**src/hw/rtl/akpc_pkg.sv**
```systemverilog
`timescale 1ns / 1ps

package akpc_pkg;

   localparam int MAX_WORD_DEFAULT   = 16;
   localparam int COUNT_BITS_DEFAULT = 16;

   localparam int BYTE_BITS       = 8;
   localparam int TOTAL_BITS      = 16;
   localparam int LEN_BITS        = 5;
   localparam int KEY_CHARS       = 16;
   localparam int KEY_BITS        = KEY_CHARS * BYTE_BITS;
   localparam int CHAR_INDEX_BITS = 4;
   localparam int CSR_INDEX_BITS  = 3;
   localparam int CSR_DATA_BITS   = 64;

   localparam logic [CSR_INDEX_BITS-1:0] CSR_FIRST_LOW   = 3'd0;
   localparam logic [CSR_INDEX_BITS-1:0] CSR_FIRST_HIGH  = 3'd1;
   localparam logic [CSR_INDEX_BITS-1:0] CSR_FIRST_LEN   = 3'd2;
   localparam logic [CSR_INDEX_BITS-1:0] CSR_SECOND_LOW  = 3'd3;
   localparam logic [CSR_INDEX_BITS-1:0] CSR_SECOND_HIGH = 3'd4;
   localparam logic [CSR_INDEX_BITS-1:0] CSR_SECOND_LEN  = 3'd5;

   typedef logic [BYTE_BITS-1:0] byte_type;
   typedef logic [KEY_BITS-1:0]  key_type;
   typedef logic [LEN_BITS-1:0]  len_type;

   function automatic byte_type fold_byte(input byte_type c);
      byte_type r;
      r = c;
      if (c >= 8'd65 && c <= 8'd90) begin
         r = c + 8'd32;
      end
      return r;
   endfunction

   function automatic logic is_alnum_byte(input byte_type c);
      return (c >= 8'd48 && c <= 8'd57) || (c >= 8'd65 && c <= 8'd90) ||
             (c >= 8'd97 && c <= 8'd122);
   endfunction

   function automatic logic is_space_byte(input byte_type c);
      return (c >= 8'd9 && c <= 8'd13) || c == 8'd32;
   endfunction

   function automatic byte_type key_char(input key_type key,
                                         input logic [CHAR_INDEX_BITS-1:0] idx);
      return fold_byte(key[idx*BYTE_BITS +: BYTE_BITS]);
   endfunction

endpackage

```
**src/hw/rtl/akpc_channels.sv**
```systemverilog
`timescale 1ns / 1ps

interface akpc_req_if;
   logic                            valid;
   logic                            ready;
   logic [akpc_pkg::BYTE_BITS-1:0]  text_byte;
   logic                            end_of_text;

   modport source(output valid, output text_byte, output end_of_text, input ready);
   modport sink(input valid, input text_byte, input end_of_text, output ready);
endinterface

interface akpc_rsp_if;
   logic                            valid;
   logic                            ready;
   logic [akpc_pkg::TOTAL_BITS-1:0] pair_total;
   logic                            pair_seen;
   logic                            text_done;

   modport source(output valid, output pair_total, output pair_seen, output text_done,
                  input ready);
   modport sink(input valid, input pair_total, input pair_seen, input text_done,
                output ready);
endinterface

```
**src/hw/rtl/adjacent_keyword_pair_counter_unit.sv**
```systemverilog
`timescale 1ns / 1ps

// Channel   Direction  Beat contents
// req_bus   in         text_byte[7:0], end_of_text
// rsp_bus   out        pair_total[15:0], pair_seen, text_done
// csr_*     in         csr_write_enable, csr_index[2:0], csr_write_data[63:0]
//
// Every request beat gives exactly one response beat, through the input register
// and then the response register. A new beat is accepted every cycle while the
// response is not stalled; the word state update between the two is combinational.
// Reset is synchronous and active high; it clears the text state and the keyword
// bytes and sets both keyword lengths to one. A stalled response holds both
// stages; an empty input stage still takes one beat while the response waits.

module adjacent_keyword_pair_counter_unit #(
   parameter int MAX_WORD   = akpc_pkg::MAX_WORD_DEFAULT,
   parameter int COUNT_BITS = akpc_pkg::COUNT_BITS_DEFAULT
) (
   input  logic                                clock,
   input  logic                                reset,
   akpc_req_if.sink                            req_bus,
   akpc_rsp_if.source                          rsp_bus,
   input  logic                                csr_write_enable,
   input  logic [akpc_pkg::CSR_INDEX_BITS-1:0] csr_index,
   input  logic [akpc_pkg::CSR_DATA_BITS-1:0]  csr_write_data
);

   localparam int POS_BITS = $clog2(MAX_WORD + 1);
   localparam int LEN_W    = akpc_pkg::LEN_BITS;
   localparam int IDX_W    = akpc_pkg::CHAR_INDEX_BITS;
   localparam int TOT_W    = akpc_pkg::TOTAL_BITS;

   localparam logic [POS_BITS-1:0]   POS_MAX   = POS_BITS'(MAX_WORD);
   localparam logic [LEN_W-1:0]      LEN_MAX   = LEN_W'(MAX_WORD);
   localparam logic [COUNT_BITS-1:0] COUNT_TOP = {COUNT_BITS{1'b1}};
   localparam logic [COUNT_BITS-1:0] SHOW_TOP  = COUNT_BITS'(32'd65535);

   akpc_pkg::key_type  first_key_ff, second_key_ff;
   akpc_pkg::len_type  first_len_ff, second_len_ff;

   logic               s1_valid_ff;
   akpc_pkg::byte_type s1_byte_ff;
   logic               s1_last_ff;

   logic                  inside_ff, inside_in;
   logic [POS_BITS-1:0]   pos_ff, pos_in;
   logic                  eq1_ff, eq1_in, eq2_ff, eq2_in;
   logic                  flag1_ff, flag1_in, flag2_ff, flag2_in;
   logic [COUNT_BITS-1:0] count_ff, count_in;

   logic                  rsp_valid_ff;
   logic [TOT_W-1:0]      total_ff, total_in;
   logic                  seen_ff, seen_in;
   logic                  done_ff;

   logic                  out_free, s1_move;
   akpc_pkg::byte_type    low_char;
   logic [IDX_W-1:0]      char_idx;
   logic                  word_in, word_end, m1, m2, pair;
   logic [POS_BITS-1:0]   pos_word;
   logic                  eq1_word, eq2_word;

   assign out_free      = !rsp_valid_ff || rsp_bus.ready;
   assign s1_move       = s1_valid_ff && out_free;
   assign req_bus.ready = !s1_valid_ff || out_free;

   assign rsp_bus.valid      = rsp_valid_ff;
   assign rsp_bus.pair_total = total_ff;
   assign rsp_bus.pair_seen  = seen_ff;
   assign rsp_bus.text_done  = done_ff;

   always_comb begin
      low_char = akpc_pkg::fold_byte(s1_byte_ff);
      char_idx = IDX_W'(pos_ff);
      word_in  = inside_ff;
      pos_word = pos_ff;
      eq1_word = eq1_ff;
      eq2_word = eq2_ff;

      if (!akpc_pkg::is_space_byte(s1_byte_ff)) begin
         word_in = 1'b1;
         if (akpc_pkg::is_alnum_byte(s1_byte_ff)) begin
            if (pos_ff < POS_MAX) begin
               if (LEN_W'(pos_ff) >= first_len_ff ||
                   akpc_pkg::key_char(first_key_ff, char_idx) != low_char) begin
                  eq1_word = 1'b0;
               end
               if (LEN_W'(pos_ff) >= second_len_ff ||
                   akpc_pkg::key_char(second_key_ff, char_idx) != low_char) begin
                  eq2_word = 1'b0;
               end
               pos_word = POS_BITS'(pos_ff + 1'b1);
            end else begin
               eq1_word = 1'b0;
               eq2_word = 1'b0;
            end
         end
      end

      // A whitespace byte ends an open word; any other byte leaves a word open,
      // which the last byte of the text then closes.
      word_end = akpc_pkg::is_space_byte(s1_byte_ff) ? inside_ff : s1_last_ff;

      m1 = eq1_word && first_len_ff <= LEN_MAX && LEN_W'(pos_word) == first_len_ff;
      m2 = eq2_word && second_len_ff <= LEN_MAX && LEN_W'(pos_word) == second_len_ff;

      inside_in = word_in;
      pos_in    = pos_word;
      eq1_in    = eq1_word;
      eq2_in    = eq2_word;
      flag1_in  = flag1_ff;
      flag2_in  = flag2_ff;
      count_in  = count_ff;
      pair      = 1'b0;

      if (word_end) begin
         if (m1 && !flag1_ff) begin
            flag1_in = 1'b1;
         end else if (m2 && !flag2_ff) begin
            flag2_in = 1'b1;
         end else begin
            flag1_in = 1'b0;
            flag2_in = 1'b0;
         end
         pair = flag1_in && flag2_in;
         if (pair && count_ff != COUNT_TOP) begin
            count_in = count_ff + 1'b1;
         end
         inside_in = 1'b0;
         pos_in    = '0;
         eq1_in    = 1'b1;
         eq2_in    = 1'b1;
      end

      total_in = (count_in > SHOW_TOP) ? {TOT_W{1'b1}} : TOT_W'(count_in);
      seen_in  = pair;

      if (s1_last_ff) begin
         inside_in = 1'b0;
         pos_in    = '0;
         eq1_in    = 1'b1;
         eq2_in    = 1'b1;
         flag1_in  = 1'b0;
         flag2_in  = 1'b0;
         count_in  = '0;
      end
   end

   always_ff @(posedge clock) begin
      if (reset) begin
         first_key_ff  <= '0;
         second_key_ff <= '0;
         first_len_ff  <= LEN_W'(1);
         second_len_ff <= LEN_W'(1);
      end else if (csr_write_enable) begin
         case (csr_index)
            akpc_pkg::CSR_FIRST_LOW:   first_key_ff[63:0]    <= csr_write_data;
            akpc_pkg::CSR_FIRST_HIGH:  first_key_ff[127:64]  <= csr_write_data;
            akpc_pkg::CSR_FIRST_LEN:   first_len_ff          <= csr_write_data[LEN_W-1:0];
            akpc_pkg::CSR_SECOND_LOW:  second_key_ff[63:0]   <= csr_write_data;
            akpc_pkg::CSR_SECOND_HIGH: second_key_ff[127:64] <= csr_write_data;
            akpc_pkg::CSR_SECOND_LEN:  second_len_ff         <= csr_write_data[LEN_W-1:0];
            default: ;
         endcase
      end
   end

   always_ff @(posedge clock) begin
      if (reset) begin
         s1_valid_ff <= 1'b0;
      end else if (req_bus.ready) begin
         s1_valid_ff <= req_bus.valid;
      end
   end

   always_ff @(posedge clock) begin
      if (req_bus.ready && req_bus.valid) begin
         s1_byte_ff <= req_bus.text_byte;
         s1_last_ff <= req_bus.end_of_text;
      end
   end

   always_ff @(posedge clock) begin
      if (reset) begin
         inside_ff <= 1'b0;
         pos_ff    <= '0;
         eq1_ff    <= 1'b1;
         eq2_ff    <= 1'b1;
         flag1_ff  <= 1'b0;
         flag2_ff  <= 1'b0;
         count_ff  <= '0;
      end else if (s1_move) begin
         inside_ff <= inside_in;
         pos_ff    <= pos_in;
         eq1_ff    <= eq1_in;
         eq2_ff    <= eq2_in;
         flag1_ff  <= flag1_in;
         flag2_ff  <= flag2_in;
         count_ff  <= count_in;
      end
   end

   always_ff @(posedge clock) begin
      if (reset) begin
         rsp_valid_ff <= 1'b0;
      end else if (out_free) begin
         rsp_valid_ff <= s1_valid_ff;
      end
   end

   always_ff @(posedge clock) begin
      if (s1_move) begin
         total_ff <= total_in;
         seen_ff  <= seen_in;
         done_ff  <= s1_last_ff;
      end
   end

endmodule

```
**src/flat_wrapper.sv**
```systemverilog
// flat-port wrapper written by rule: the top's interface ports become plain ports
module adjacent_keyword_pair_counter_unit_flat 
#(
   parameter int MAX_WORD   = akpc_pkg::MAX_WORD_DEFAULT,
   parameter int COUNT_BITS = akpc_pkg::COUNT_BITS_DEFAULT
)
  (clock, reset, csr_write_enable, csr_index, csr_write_data, req_bus_valid, req_bus_text_byte, req_bus_end_of_text, req_bus_ready, rsp_bus_valid, rsp_bus_pair_total, rsp_bus_pair_seen, rsp_bus_text_done, rsp_bus_ready);
  akpc_req_if req_bus_i ();
  akpc_rsp_if rsp_bus_i ();
  input  logic clock;
  input  logic reset;
  input  logic csr_write_enable;
  input  logic [akpc_pkg::CSR_INDEX_BITS-1:0] csr_index;
  input  logic [akpc_pkg::CSR_DATA_BITS-1:0] csr_write_data;
  input wire logic [$bits(req_bus_i.valid)-1:0] req_bus_valid;
  input wire logic [$bits(req_bus_i.text_byte)-1:0] req_bus_text_byte;
  input wire logic [$bits(req_bus_i.end_of_text)-1:0] req_bus_end_of_text;
  output wire logic [$bits(req_bus_i.ready)-1:0] req_bus_ready;
  output wire logic [$bits(rsp_bus_i.valid)-1:0] rsp_bus_valid;
  output wire logic [$bits(rsp_bus_i.pair_total)-1:0] rsp_bus_pair_total;
  output wire logic [$bits(rsp_bus_i.pair_seen)-1:0] rsp_bus_pair_seen;
  output wire logic [$bits(rsp_bus_i.text_done)-1:0] rsp_bus_text_done;
  input wire logic [$bits(rsp_bus_i.ready)-1:0] rsp_bus_ready;
  assign req_bus_i.valid = req_bus_valid;
  assign req_bus_i.text_byte = req_bus_text_byte;
  assign req_bus_i.end_of_text = req_bus_end_of_text;
  assign req_bus_ready = req_bus_i.ready;
  assign rsp_bus_valid = rsp_bus_i.valid;
  assign rsp_bus_pair_total = rsp_bus_i.pair_total;
  assign rsp_bus_pair_seen = rsp_bus_i.pair_seen;
  assign rsp_bus_text_done = rsp_bus_i.text_done;
  assign rsp_bus_i.ready = rsp_bus_ready;
  adjacent_keyword_pair_counter_unit #(.MAX_WORD(MAX_WORD), .COUNT_BITS(COUNT_BITS)) u_core (.clock(clock), .reset(reset), .req_bus(req_bus_i), .rsp_bus(rsp_bus_i), .csr_write_enable(csr_write_enable), .csr_index(csr_index), .csr_write_data(csr_write_data));
endmodule
```
**config.mk**
```make
export PLATFORM = sky130hd
export DESIGN_NAME = adjacent_keyword_pair_counter_unit_flat
export DESIGN_NICKNAME = d
export VERILOG_FILES = /design/src/hw/rtl/akpc_pkg.sv /design/src/hw/rtl/akpc_channels.sv /design/src/hw/rtl/adjacent_keyword_pair_counter_unit.sv /design/src/flat_wrapper.sv
export SDC_FILE = /design/constraint.sdc
export NUM_CORES = 1
export LEC_CHECK = 0
export ABC_AREA = 0
export BUFFER_PORTS_ARGS = -buffer_cell sky130_fd_sc_hd__buf_2
export CORE_ASPECT_RATIO = 1.4
export CORE_MARGIN = 10
export CORE_UTILIZATION = 35
export DETAILED_ROUTE_END_ITERATION = 7
export PLACE_DENSITY_LB_ADDON = 0.25
export SYNTH_ARGS = -nofsm -noshare
export SYNTH_HDL_FRONTEND = slang
export SYNTH_SLANG_ARGS = --single-unit
```
**constraint.sdc**
```tcl
create_clock -name clock -period 5.76 [get_ports clock]
set_clock_uncertainty 0.1 [all_clocks]
set_input_delay 0.576 -clock clock [delete_from_list [all_inputs] [get_ports clock]]
set_output_delay 0.576 -clock clock [all_outputs]
set_load 0.02 [all_outputs]
```
==> metrics <==
number of synthesized flops with an enable pin=27; Fill cells=4466; GP Congestion=0.875; routed via count=12.8k; total CTS buffers=35; Die X=197 um; total track usage=17.4%; Setup CP Type=reg2reg; Die Area=52700 um^2; Initial DRC Count=811; Synth-to-Final Area Change=12.5%; die height=between 200 and 300 um; CTS tree=built; Leak Pwr=5.99 nW; most common flop cell mapped by yosys=dfxtp_1; Seq/Total Area, Yosys=43.6%; RSZ-0062 raised after global routing=false; crit-path cells=buf_4 > mux4_2 > nand2_1 > nand2_2 > o21a_1 > ha_1 > nor2_1 > o21ai_0 > a2111o_1 > a2111oi_4 > a32oi_2 > a21o_1 > or4_1 > a31oi_1; asr flop ratio synth=0%; first-pass GRT wire length=between 70000 and 80000 um; Highest Clock Rate=about 0.2 GHz; Root Driver=clkbuf_16; number of I/O pins=between 100 and 150; GRT met2 Usage=31.6%; crit path max fanout=30; Setup TNS=0 ps; CP Capture Point=u_core.count_ff[5]; Rel. slew slack=about 15%; grt met1 use=roughly a fifth; final core occ=39.9%; Crit. End Element=flop; met3 GRT Util=2.95%; period utilization=84.9%; Setup-failing EPs final=0; Hold Vio Cnt, Final=0; CP max stage delay=760 ps; pin count of the biggest net entering global routing=roughly 240; Synth Register Bits=321; GR Overflow Total=0; DRC=0; initial core utilization=35.5%; minimum clock period=4890 ps; CTS H-tree depth=2; synth warn=0; post-DR vias/cell=5.33; ant diodes=0; Mapped Cells=roughly 1.8k; count of different cell masters after synthesis=86; syn avg cell area=~8.6 um^2; antenna violations before repair=1; slowest CP cell=dfxtp_4; WL final=46600 um; Reg-to-Reg End=u_core.count_ff[5]; grt peak-use layer=met2; port bufs=100; CTS Buffer Depth=3; row cnt=90; number of nets in the layout=1911; vias in the first global route=12.7k; post-CTS setup buffer count=0; clk sink count=321; # hold bufs at CTS=0; Max IR drop VDD=0.163 mV; 1st-pass router iterations=5; status=complete, no violations; Power Dens Cells=284 nW/um^2; Skew-Pair Late Insertion Delay=540 ps; HP Class=in2reg; Mapped Nets=1884; CTS resizes=0; R2R depth=14; DPL Wire Length=32000 um; core area=43200 um^2; Startpoint Class=flop; DR WL/cell=19.5 um; R2R setup slack=a little under 900 ps; layout cell share with drive strength beyond 1=14.0%; clock-pin slew on the worst setup and hold paths=approximately 60 ps; crit path from=u_core.pos_ff[1]; Routed Antenna Nets=0; Slew Limit Fails=0; max_cap viols=0; post-synthesis instance area=15300 um^2; Worst Tran Pin Value=around 1300 ps; arrival time worst endpoint=5230 ps; Crit path required time=6100 ps; FF-to-FF Start=u_core.pos_ff[1]; Worst Hold Launch=req_bus_text_byte[2]
state kept, by name, indices dropped and copies added, names as in the netlist, 5 cells and up:
name                       count
u_core.s1_byte_ff              8
u_core.pos_ff                  5
u_core.rsp_bus.pair_total     16
u_core.second_len_ff           5
u_core.count_ff               16
u_core.first_key_ff          128
u_core.second_key_ff         128
u_core.first_len_ff            5
per-layer routing:
layer	up-vias	routed length [um]
met1	6194	19500
li1	6204	-
met4	2	1270
met2	271	23900
met3	79	1990
met5	-	13
cell type report:
cell class / instances / area (um^2) / share of cell area (%)
multi-input cells: 1307 / 7880 / 45.7
inverters: 25 / 93.8 / 0.544
flip-flops and latches: 321 / 6700 / 38.8
repair buffers: 124 / 739 / 4.29
well taps: 552 / 691 / 4.00
clock inverters: 18 / 191 / 1.11
clock buffers: 43 / 956 / 5.54
cell usage in the layout, fill, tap and decap left out, types with 7 or more instances in the layout:
master | netlist | final
a211o_1 | 8 | 8
a21oi_1 | 274 | 274
a31oi_1 | 16 | 16
and2_1 | 10 | 10
and3_1 | 12 | 12
buf_2 | 12 | 99
buf_4 | 10 | 20
clkbuf_16 | 0 | 35
clkinv_2 | 0 | 10
dfxtp_1 | 294 | 291
edfxtp_1 | 27 | 27
ha_1 | 16 | 16
inv_1 | 23 | 23
mux2_2 | 7 | 7
mux2i_1 | 47 | 47
mux4_1 | 13 | 13
mux4_2 | 43 | 43
nand2_1 | 567 | 567
nand2b_1 | 11 | 11
nand3_1 | 16 | 16
nand4_1 | 15 | 15
nor2_1 | 57 | 56
nor2b_1 | 10 | 10
nor3_1 | 15 | 13
o211ai_1 | 8 | 8
o21ai_0 | 21 | 21
xnor2_1 | 30 | 30
xor2_1 | 14 | 14
cells by family (layout without fill, tap and decap cells):
| kind of cell | count (synthesis) | in the layout | share of synthesized area, % |
|---|---|---|---|
| AO/OA/AOI/OAI | 384 | 384 | 14.6 |
| AND/OR/NAND/NOR | 751 | 751 | 20.4 |
| adder cells (fa/ha/maj) | 16 | 16 | 1.30 |
| multiplexers | 111 | 111 | 12.2 |
| XOR/XNOR | 45 | 45 | 2.66 |
| flip-flops | 321 | 321 | 43.6 |
| buffers and inverters | 159 | 210 | 5.16 |
cell usage after synthesis, types with 21 or more instances:
master      n  area share, %
mux2i_1    47            3.1
xnor2_1    30            1.7
clkbuf_1   91            2.2
dfxtp_1   294             38
nor2_1     57            1.4
o21ai_0    21           0.68
inv_1      23           0.56
edfxtp_1   27            5.3
a21oi_1   274            8.9
nand2_1   567             14
mux4_2     43            6.3
through the flow:
stage / cells / worst slack, ps / hold slack (ps) / instance area [um^2] / total power [mW]
floorplan: 1787 / 1700 / 324 / 15300 / 2.57
global placement: 2329 / 909 / 338 / 16100 / 2.70
detailed placement: 2329 / 870 / 342 / 16100 / 2.71
CTS: 2390 / 843 / 104 / 17300 / 4.96
global route: 2390 / 565 / 113 / 17300 / 5.07
finish: 2390 / 870 / 126 / 17300 / 4.90
how the worst min path moves through the flow:
stage	endpoint	cells after the start	slack, ps
2_1_floorplan	u_core.rsp_bus.text_done	0	320
5_1_grt	u_core.s1_last_ff	1	110
3_5_place_dp	u_core.first_key_ff[77]	2	340
6_report	u_core.s1_byte_ff[2]	1	130
4_1_cts	u_core.s1_byte_ff[2]	1	100
3_3_place_gp	u_core.first_key_ff[67]	2	340
report_power, final:
part	internal, mW	switching, mW
sequential	2.30	0.0360
combinational	0.105	0.216
clock	1.29	0.959
critical path, delay by kind of cell, from the launching register on:
| kind | cells | cell delay [ps] |
|---|---|---|
| adders and majority gates | 1 | 240 |
| buffers and inverters | 1 | 340 |
| AOI/OAI and AO/OA | 7 | 1980 |
| and+or+nand+nor | 4 | 830 |
| DFF | 1 | 760 |
| muxes | 1 | 530 |
Note: power is estimated with default switching activity, not from simulation.
